==> src/hw/rtl/lpft_pkg.sv <==
// Shared constants and types for the LRU page frame table.
`timescale 1ns / 1ps

package lpft_pkg;

   localparam int FRAME_COUNT = 4;
   localparam int PAGE_W = 32;
   localparam int IDX_W = (FRAME_COUNT > 1) ? $clog2(FRAME_COUNT) : 1;
   localparam int CNT_W = $clog2(FRAME_COUNT + 1);
   localparam int TOTAL_W = 32;
   localparam int FRAME_FIELD_W = 2;
   localparam int RSP_FIELDS_W = FRAME_FIELD_W + PAGE_W + 2 * TOTAL_W;
   localparam int RSP_DATA_W = ((RSP_FIELDS_W + 7) / 8) * 8;
   localparam int RSP_USER_W = 2;

   // Contents handed from one cell to the next, toward the LRU end.
   typedef struct packed {
      logic              valid;
      logic [PAGE_W-1:0] page;
      logic [IDX_W-1:0]  frame;
   } entry_type;

   // Match summary handed from the LRU end toward the MRU end.
   typedef struct packed {
      logic             sel;
      logic [IDX_W-1:0] frame;
   } match_type;

endpackage

==> src/hw/rtl/lru_page_frame_table_unit.sv <==
// Top level of the LRU page frame table: cell chain, counters and result register.
`timescale 1ns / 1ps

// Each request item carries a 32-bit page number, and one result item comes back per
// request, in the cycle after acceptance. The table is a chain of FRAME_COUNT cells
// kept in recency order: cell 0 holds the most recently used page and the last cell
// the least recently used one. Every cell compares its page with the request in the
// same cycle; on a hit the cells from the MRU end down to the hit cell shift by one
// and the page re-enters at cell 0, on a miss the whole chain shifts and the page
// falling off the LRU end is the evicted one. Unused frames are handed out in order
// until all are in use. A new item is accepted every cycle whenever the result
// register is empty or its result is taken in the same cycle, so the sustained rate is
// one item per cycle while results are taken, set by the cell chain's compare and shift.
// The 32-bit hit and miss totals wrap and count the current request.

module lru_page_frame_table_unit
   import lpft_pkg::*;
(
   input  logic                  clock,
   input  logic                  reset,
   input  logic                  req_tvalid,
   output logic                  req_tready,
   input  logic [PAGE_W-1:0]     req_tdata,  // [31:0] page_number
   output logic                  rsp_tvalid,
   input  logic                  rsp_tready,
   output logic [RSP_DATA_W-1:0] rsp_tdata,  // frame_index, evicted_page, hit_total,
                                             // miss_total, zero padding
   output logic [RSP_USER_W-1:0] rsp_tuser   // [0] hit, [1] evicted
);

   entry_type entry_link [0:FRAME_COUNT];
   match_type match_link [0:FRAME_COUNT];
   logic [FRAME_COUNT-1:0] valid_vec;

   logic               take;
   logic               hit;
   logic               full;
   logic [IDX_W-1:0]   new_frame;
   logic [CNT_W-1:0]   frames_used_ff, frames_used_in;
   logic [TOTAL_W-1:0] hit_count_ff, hit_count_in;
   logic [TOTAL_W-1:0] miss_count_ff, miss_count_in;

   logic                     rsp_valid_ff;
   logic                     rsp_hit_ff;
   logic                     rsp_evicted_ff;
   logic [FRAME_FIELD_W-1:0] rsp_frame_ff;
   logic [PAGE_W-1:0]        rsp_victim_ff;
   logic [TOTAL_W-1:0]       rsp_hit_total_ff;
   logic [TOTAL_W-1:0]       rsp_miss_total_ff;

   assign req_tready = !rsp_valid_ff || rsp_tready;
   assign take = req_tvalid && req_tready;

   // The match summary leaving cell 0 covers the whole chain.
   assign hit = match_link[0].sel;
   assign full = entry_link[FRAME_COUNT].valid;

   // Frame for the page entering cell 0: the hit frame, the next unused frame,
   // or the frame of the page leaving the LRU end.
   always_comb begin
      if (hit) begin
         new_frame = match_link[0].frame;
      end else if (full) begin
         new_frame = entry_link[FRAME_COUNT].frame;
      end else begin
         new_frame = frames_used_ff[IDX_W-1:0];
      end
   end

   assign entry_link[0].valid = 1'b1;
   assign entry_link[0].page = req_tdata;
   assign entry_link[0].frame = new_frame;
   assign match_link[FRAME_COUNT] = '0;

   genvar gi;
   generate
      for (gi = 0; gi < FRAME_COUNT; gi++) begin : g_cell
         lpft_cell u_cell (
            .clock     (clock),
            .reset     (reset),
            .take      (take),
            .miss      (!hit),
            .req_page  (req_tdata),
            .up_in     (entry_link[gi]),
            .down_out  (entry_link[gi+1]),
            .match_in  (match_link[gi+1]),
            .match_out (match_link[gi])
         );
         assign valid_vec[gi] = entry_link[gi+1].valid;
      end
   endgenerate

   always_comb begin
      frames_used_in = frames_used_ff;
      hit_count_in = hit_count_ff;
      miss_count_in = miss_count_ff;
      if (take) begin
         if (hit) begin
            hit_count_in = hit_count_ff + 1'b1;
         end else begin
            miss_count_in = miss_count_ff + 1'b1;
            if (!full) begin
               frames_used_in = frames_used_ff + 1'b1;
            end
         end
      end
   end

   always_ff @(posedge clock) begin
      if (reset) begin
         frames_used_ff <= '0;
         hit_count_ff <= '0;
         miss_count_ff <= '0;
         rsp_valid_ff <= 1'b0;
      end else begin
         frames_used_ff <= frames_used_in;
         hit_count_ff <= hit_count_in;
         miss_count_ff <= miss_count_in;
         if (take) begin
            rsp_valid_ff <= 1'b1;
         end else if (rsp_tready) begin
            rsp_valid_ff <= 1'b0;
         end
      end
   end

   always_ff @(posedge clock) begin
      if (take) begin
         rsp_hit_ff <= hit;
         rsp_evicted_ff <= !hit && full;
         rsp_frame_ff <= FRAME_FIELD_W'(new_frame);
         rsp_victim_ff <= (!hit && full) ? entry_link[FRAME_COUNT].page : '0;
         rsp_hit_total_ff <= hit_count_in;
         rsp_miss_total_ff <= miss_count_in;
      end
   end

   assign rsp_tvalid = rsp_valid_ff;
   assign rsp_tuser = {rsp_evicted_ff, rsp_hit_ff};
   assign rsp_tdata = RSP_DATA_W'({rsp_miss_total_ff, rsp_hit_total_ff,
                                   rsp_victim_ff, rsp_frame_ff});

   // The in-use cells always form an unbroken run from the MRU end.
   assert property (@(posedge clock) disable iff (reset)
      $countones(valid_vec) == int'(frames_used_ff))
      else $error("frame count disagrees with occupied cells");

   assert property (@(posedge clock) disable iff (reset)
      ((valid_vec + 1'b1) & valid_vec) == '0)
      else $error("occupied cells are not contiguous");

   assert property (@(posedge clock) disable iff (reset)
      rsp_tvalid |-> !(rsp_tuser[0] && rsp_tuser[1]))
      else $error("result marks both hit and eviction");

   assert property (@(posedge clock) disable iff (reset)
      (take && !hit && !full) |=> (frames_used_ff == $past(frames_used_ff) + 1'b1))
      else $error("fill miss did not claim a frame");

endmodule

==> src/hw/rtl/lpft_cell.sv <==
// One recency-ordered slot of the page frame table.
`timescale 1ns / 1ps

module lpft_cell
   import lpft_pkg::*;
(
   input  logic              clock,
   input  logic              reset,
   input  logic              take,
   input  logic              miss,
   input  logic [PAGE_W-1:0] req_page,
   input  entry_type         up_in,
   output entry_type         down_out,
   input  match_type         match_in,
   output match_type         match_out
);

   logic              valid_ff;
   logic [PAGE_W-1:0] page_ff;
   logic [IDX_W-1:0]  frame_ff;
   logic              match;
   logic              shift;

   // A cell shifts when the hit lies here or further toward the LRU end,
   // or on any miss.
   assign match = valid_ff && (page_ff == req_page);
   assign match_out.sel = match | match_in.sel;
   assign match_out.frame = match_in.frame | (match ? frame_ff : '0);
   assign shift = take && (miss || match_out.sel);

   assign down_out.valid = valid_ff;
   assign down_out.page = page_ff;
   assign down_out.frame = frame_ff;

   always_ff @(posedge clock) begin
      if (reset) begin
         valid_ff <= 1'b0;
      end else if (shift) begin
         valid_ff <= up_in.valid;
      end
   end

   always_ff @(posedge clock) begin
      if (shift) begin
         page_ff <= up_in.page;
         frame_ff <= up_in.frame;
      end
   end

endmodule

==> config.mk <==
export PLATFORM = sky130hd
export DESIGN_NAME = lru_page_frame_table_unit
export DESIGN_NICKNAME = d
export VERILOG_FILES = /design/src/hw/rtl/lpft_pkg.sv /design/src/hw/rtl/lru_page_frame_table_unit.sv /design/src/hw/rtl/lpft_cell.sv
export SDC_FILE = /design/constraint.sdc
export NUM_CORES = 1
export LEC_CHECK = 0
export ABC_AREA = 1
export ABC_CLOCK_PERIOD_IN_PS = 4760
export BUFFER_PORTS_ARGS = -buffer_cell sky130_fd_sc_hd__buf_2
export CORE_ASPECT_RATIO = 1.1
export CORE_MARGIN = 5
export CORE_UTILIZATION = 38
export CTS_CLUSTER_DIAMETER = 120
export CTS_CLUSTER_SIZE = 12
export DETAILED_ROUTE_END_ITERATION = 7
export GPL_ROUTABILITY_DRIVEN = 1
export PLACE_DENSITY = 0.58
export SKIP_LAST_GASP = 1
export SLEW_MARGIN = 20
export SYNTH_ARGS = -nofsm -noshare
export SYNTH_HDL_FRONTEND = slang
export SYNTH_HIERARCHICAL = 1
export SYNTH_SLANG_ARGS = --single-unit
==> constraint.sdc <==
create_clock -name clock -period 4.76 [get_ports clock]
set_clock_uncertainty 0.15 [all_clocks]
set_input_delay 0.714 -clock clock [delete_from_list [all_inputs] [get_ports clock]]
set_output_delay 0.714 -clock clock [all_outputs]
set_load 0.02 [all_outputs]
== Word level (Yosys, flattened, before mapping) ==
Cells that the tools add are included.
Operators by class
  bitwise gates (word level): 8
  equal/unequal tests: 4
  reductions and logical operators: 17
  add/sub/neg operators: 3
  mux-type cells: 12
Operators by type and width (number)
  $eq 32x32->1: 4
  $mux 32: 4
  $add 32x1->32 const B: 2
  $mux 2: 6
  $logic_and 1x1->1: 9
  $or 2x2->2: 3
  $logic_or 1x1->1: 4
  $add 3x1->3 const B: 1
  $or 1x1->1: 3
  $reduce_and 3->1: 1
  $logic_not 1->1: 2
  $mux 1: 2
  $not 1->1: 2
  $reduce_bool 2->1: 1
Storage, ports and cells
  register bits after elaboration: 306
  input port bits: 36
  logic and storage cells: 65
  output and inout port bits: 108

== Depth between registers and ports, before layout ==
  word-level depth: 8
  depth in mapped cells: 26
  depth with buffers taken out: 25

== Hierarchy ==
Netlist, hierarchy kept.
By module, submodules not included
  lru_page_frame_table_unit: times used 1, cells each 834, area an instance 7435.9 um^2
  lpft_cell: times used 4, cells each 190, area an instance 1734.2 um^2

== Least setup slack after synthesis ==
OpenSTA, ideal clock, no wires.
  path type: input -> register
  from: input rsp_tready
  to: register g_cell[0].u_cell.frame_ff[0], enable pin
  required time: 4.221 ns
  arrival time: 3.121 ns
  stages on the path: 6
  slack: 1.101 ns
  library setup time: 0.389 ns
  buffers on the path: 0
  cell sequence: inv_1 nand2_4 nand2_1 inv_2 nand2_1 inv_1
Between the ends
  word-level cells in the longest chain between the ends: 2
RTL lines
  start: declaration: RTL line lru_page_frame_table_unit.sv:25  | input logic rsp_tready,
  $logic_or 1x1->1: RTL line lru_page_frame_table_unit.sv:51  | assign req_tready = !rsp_valid_ff || rsp_tready;
  named net req_tready: RTL line lru_page_frame_table_unit.sv:22  | output logic req_tready,
  $logic_and 1x1->1: RTL line lru_page_frame_table_unit.sv:52  | assign take = req_tvalid && req_tready;
  named net take: RTL line lru_page_frame_table_unit.sv:35  | logic take;
  end signal: assignment: RTL line lpft_cell.sv:46  | frame_ff <= up_in.frame;
  end: declaration: RTL line lpft_cell.sv:20  | logic [IDX_W-1:0] frame_ff;
The timed path passes the listed nets, and every way through them passes these cells.
A chain may end at the register's enable or synchronous reset.

==> out/qor.csv <==
stage,metric,value,unit
outcome,status,completed,
die,fp.dieH,214.0,um
timing,slew_violations,0,
critical_path,critical_path.reg2reg.startpoint,g_cell[3].u_cell/page_ff[17]$_DFFE_PP_,
route,route.detailed.drc,0,
finish,fin_nets,1793,
clock_network,cts_tree,built,
global_route,globalRouteTotalUtil,15.07,%
finish,layout.cells.most_common,nand2_1,
clock_network,clkLatencyLatePin,0.57,ns
finish,mostFrequentLayoutCells,"nand2_1, inv_1, edfxtp_1",
yosys,share_of_the_yosys_chip_area_belonging_to_registers,59.20,%
placement,post-place-cells,2218,
critical_path,setup.worst_path.end_class,flip-flop,
route,finalWirelength,32060,um
run,max-cap-violations,0,
worst_hold_path,min_path_cells,1,
power,irDropWorstVdd,254.6,uV
clock_network,clock_path_buffers,3,
critical_path,path_max_fanout,11,
timing,holdWs,0.2449,ns
global_route,grt_start_max_net_pins,64,
worst_hold_path,class_of_the_tightest_hold_or_removal_check,in2reg,
clock_network,htreeDepth,1,
timing,post-route-min-period,3.564,ns
finish,stdcell_count,2273,
clock_network,worst_setup_hold_path_clk_slew,0.06,ns
clock_network,clock_root_buffer,clkbuf_16,
critical_path,worst_path_most_repeated_cell,nand2_1,
timing,grt_setup_unrepaired,false,
clock_network,cts.repair.resized,0,
critical_path,rr_worst_depth,20,
finish,drive_above_1_share,14.35,%
clock_network,cts.repair_timing.setup_buffer_count,0,
route,detailedRoute.firstPassIterationCount,5,
die,die_area,0.04182,mm^2
yosys,ys_warn_count,6,
timing,timing.max_slew.rel_slack,49.20,%
yosys,ys.flop_type,edfxtp_1,
clock_network,cts_inserted_buffers,29,
route,routed-via-count,10285,
placement,hpwlAfterDp,23320,um
placement,io_buffer_count,137,
finish,syn2layout_area_growth,14.55,%
critical_path,timing_worst_setup_path_type,reg2reg,
yosys,postSynth.asyncResetShare,0,%
yosys,postSynthRegisterBits,307,
yosys,synth_enable_flop_cells,236,
global_route,first_pass_grt_wire_length,51930,um
yosys,yosysTopAreaCell,edfxtp_1,
critical_path,worst-r2r-setup-slack,1.20,ns
timing,finalSetupTns,0,ns
yosys,postSynthCellCount,1594,
timing,worst-slew-pin-transition,0.7620,ns
route,post_drt_wl_per_cell,14.10,um
route,antenna_violating_nets_post_route,0,
clock_network,hold_buffers,0,
worst_hold_path,hold_path_end,g_cell[0].u_cell/page_ff[19]$_DFFE_PP_,
placement,place_congestion,0.8550,
timing,upper_clock_frequency_limit,0.2806,GHz
critical_path,cpMaxStageDelayCell,nand3_1,
global_route,vias_in_the_first_global_route,10219,
critical_path,worst_r2r_endpoint,rsp_hit_total_ff[3]$_DFFE_PP_,
power,leakagePower,7.578,nW
clock_network,cts_num_sinks,307,
finish,fill_cell_total_of_the_finished_layout,3681,
route,avgViaCountPerCell,4.525,
critical_path,worstPathCellList,nand2_1 -> nand2_1 -> inv_1 -> nand2_1 -> nor2_1 -> nand2_1 -> nor2_2 -> nand3_2 -> nand2_1 -> inv_1 -> nand2_1 -> inv_1 -> nand2_1 -> inv_1 -> nand2_1 -> nand3_1 -> clkinv_1 -> nand2_1 -> o21ai_0 -> nand2_1,
die,rows,74,
finish,fin_util,44.23,%
route,initial_drc_count,393,
timing,setup_viol,0,
yosys,synth_top_area_share,49.31,%
global_route,grt.overflow.total,0,
worst_hold_path,worstHoldStart,req_tdata[19],
critical_path,worst-endpoint-required,4.92,ns
timing,timing.final.crit_share,74.87,%
yosys,largest_cells_by_area_after_synthesis,"edfxtp_1, nand2_1, dfxtp_1",
die,start_util,38.61,%
timing,final-hold-violation-count,0,
power,power_per_cell_area,344.0,mW/mm^2
yosys,netlist-cell-type-count,43,
die,ios,144,
die,core_region_area,0.03722,mm^2
critical_path,cp.arrival,3.72,ns
critical_path,worst_path_largest_cell_delay,0.50,ns
yosys,post_synth_instance_area,0.01437,mm^2
global_route,grt_antenna_before_repair,2,
critical_path,critPathLaunchType,flip-flop,
die,die-width,195.4,um
yosys,syn_avg_cell_area,9.017,um^2
## Yosys cell counts (4+ instances only)
cell type,count
a21boi_2,4
a21oi_1,32
a21oi_2,5
buf_4,13
clkbuf_1,10
dfxtp_1,71
edfxtp_1,236
inv_1,323
inv_2,10
nand2_1,427
nand2_2,6
nand3_1,58
nand3_2,10
nand3b_1,10
nand4_1,28
nor2_1,185
nor2_2,21
nor2_4,4
nor3_1,13
nor3_2,5
o21ai_0,8
o21ai_1,12
o21bai_1,11
o22ai_1,4
or2_1,11
xnor2_1,32
xor2_1,19
## worst max-delay path: cells and delay by family (launching register included)
kind / cells / cell delay (ns)
AOI/OAI and AO/OA: 1 / 0.24
buffers and inverters: 5 / 0.55
DFF: 1 / 0.47
and+or+nand+nor: 14 / 1.89
## logic make-up after synthesis
family,Yosys count,share of synthesized area (%)
simple gates,789,23.97
buf+inv,361,9.942
flops,307,59.20
compound gates,81,3.447
xor+xnor,52,3.221
fa+ha+maj,2,0.1741
other cells,2,0.05225
## metal layers
layer | vias up | track usage (%) | share of wire [%]
met2 | 219 | 25.80 | 48
met5 | - | 0 | 0.022
li1 | 5272 | - | -
met3 | 63 | 2.781 | 5.0
met4 | 2 | 5.121 | 3.1
met1 | 4729 | 19.23 | 44
## sequential cells by signal, indices dropped and copies added, names as in the netlist, 2 cells and up
signal and count:
g_cell.u_cell/page_ff 128, hit_count_ff 32, miss_count_ff 32, rsp_hit_total_ff 32
rsp_miss_total_ff 32, rsp_victim_ff 32, g_cell.u_cell/frame_ff 8, g_cell.u_cell/valid_ff 4
frames_used_ff 2, rsp_frame_ff 2
## metrics by stage
| step | cell area, um^2 | setup WS, ns | total power, mW |
|---|---|---|---|
| after floorplan | 14400 | 1.101 | 3.433 |
| after global placement | 15640 | 0.8740 | 3.600 |
| after detailed placement | 15640 | 0.7213 | 3.608 |
| after CTS | 16460 | 1.175 | 5.772 |
| after global routing | 16460 | 0.7621 | 5.927 |
| final | 16460 | 1.196 | 5.663 |
## worst max path at each step
stage | start | end | slack [ns]
2_1_floorplan | rsp_tready | g_cell[0].u_cell/frame_ff[0]$_DFFE_PP_ | 1.10
3_3_place_gp | req_tdata[2] | rsp_hit_total_ff[1]$_DFFE_PP_ | 0.87
3_5_place_dp | req_tdata[2] | rsp_hit_total_ff[3]$_DFFE_PP_ | 0.72
4_1_cts | g_cell[3].u_cell/page_ff[17]$_DFFE_PP_ | rsp_hit_total_ff[3]$_DFFE_PP_ | 1.18
5_1_grt | g_cell[3].u_cell/page_ff[2]$_DFFE_PP_ | rsp_hit_total_ff[3]$_DFFE_PP_ | 0.76
6_report | g_cell[3].u_cell/page_ff[17]$_DFFE_PP_ | rsp_hit_total_ff[3]$_DFFE_PP_ | 1.20
## final cells by class
cell class                      count  area (um^2)  area share, %
Sequential cell                   307         8508          51.68
Multi-Input combinational cell    934         4466          27.12
Inverter                          335         1262          7.668
Clock buffer                       51        808.3          4.910
Timing Repair Buffer              148        780.7          4.742
Tap cell                          494        618.1          3.754
Clock inverter                      2        15.01        0.09120
Antenna cell                        2        5.005        0.03040
## power by group
| part | switching (mW) | internal [mW] |
|---|---|---|
| Combinational | 0.319 | 0.139 |
| Clock | 0.981 | 1.14 |
| Sequential | 0.0620 | 3.02 |
No activity file was read; power rests on OpenSTA's default activity.
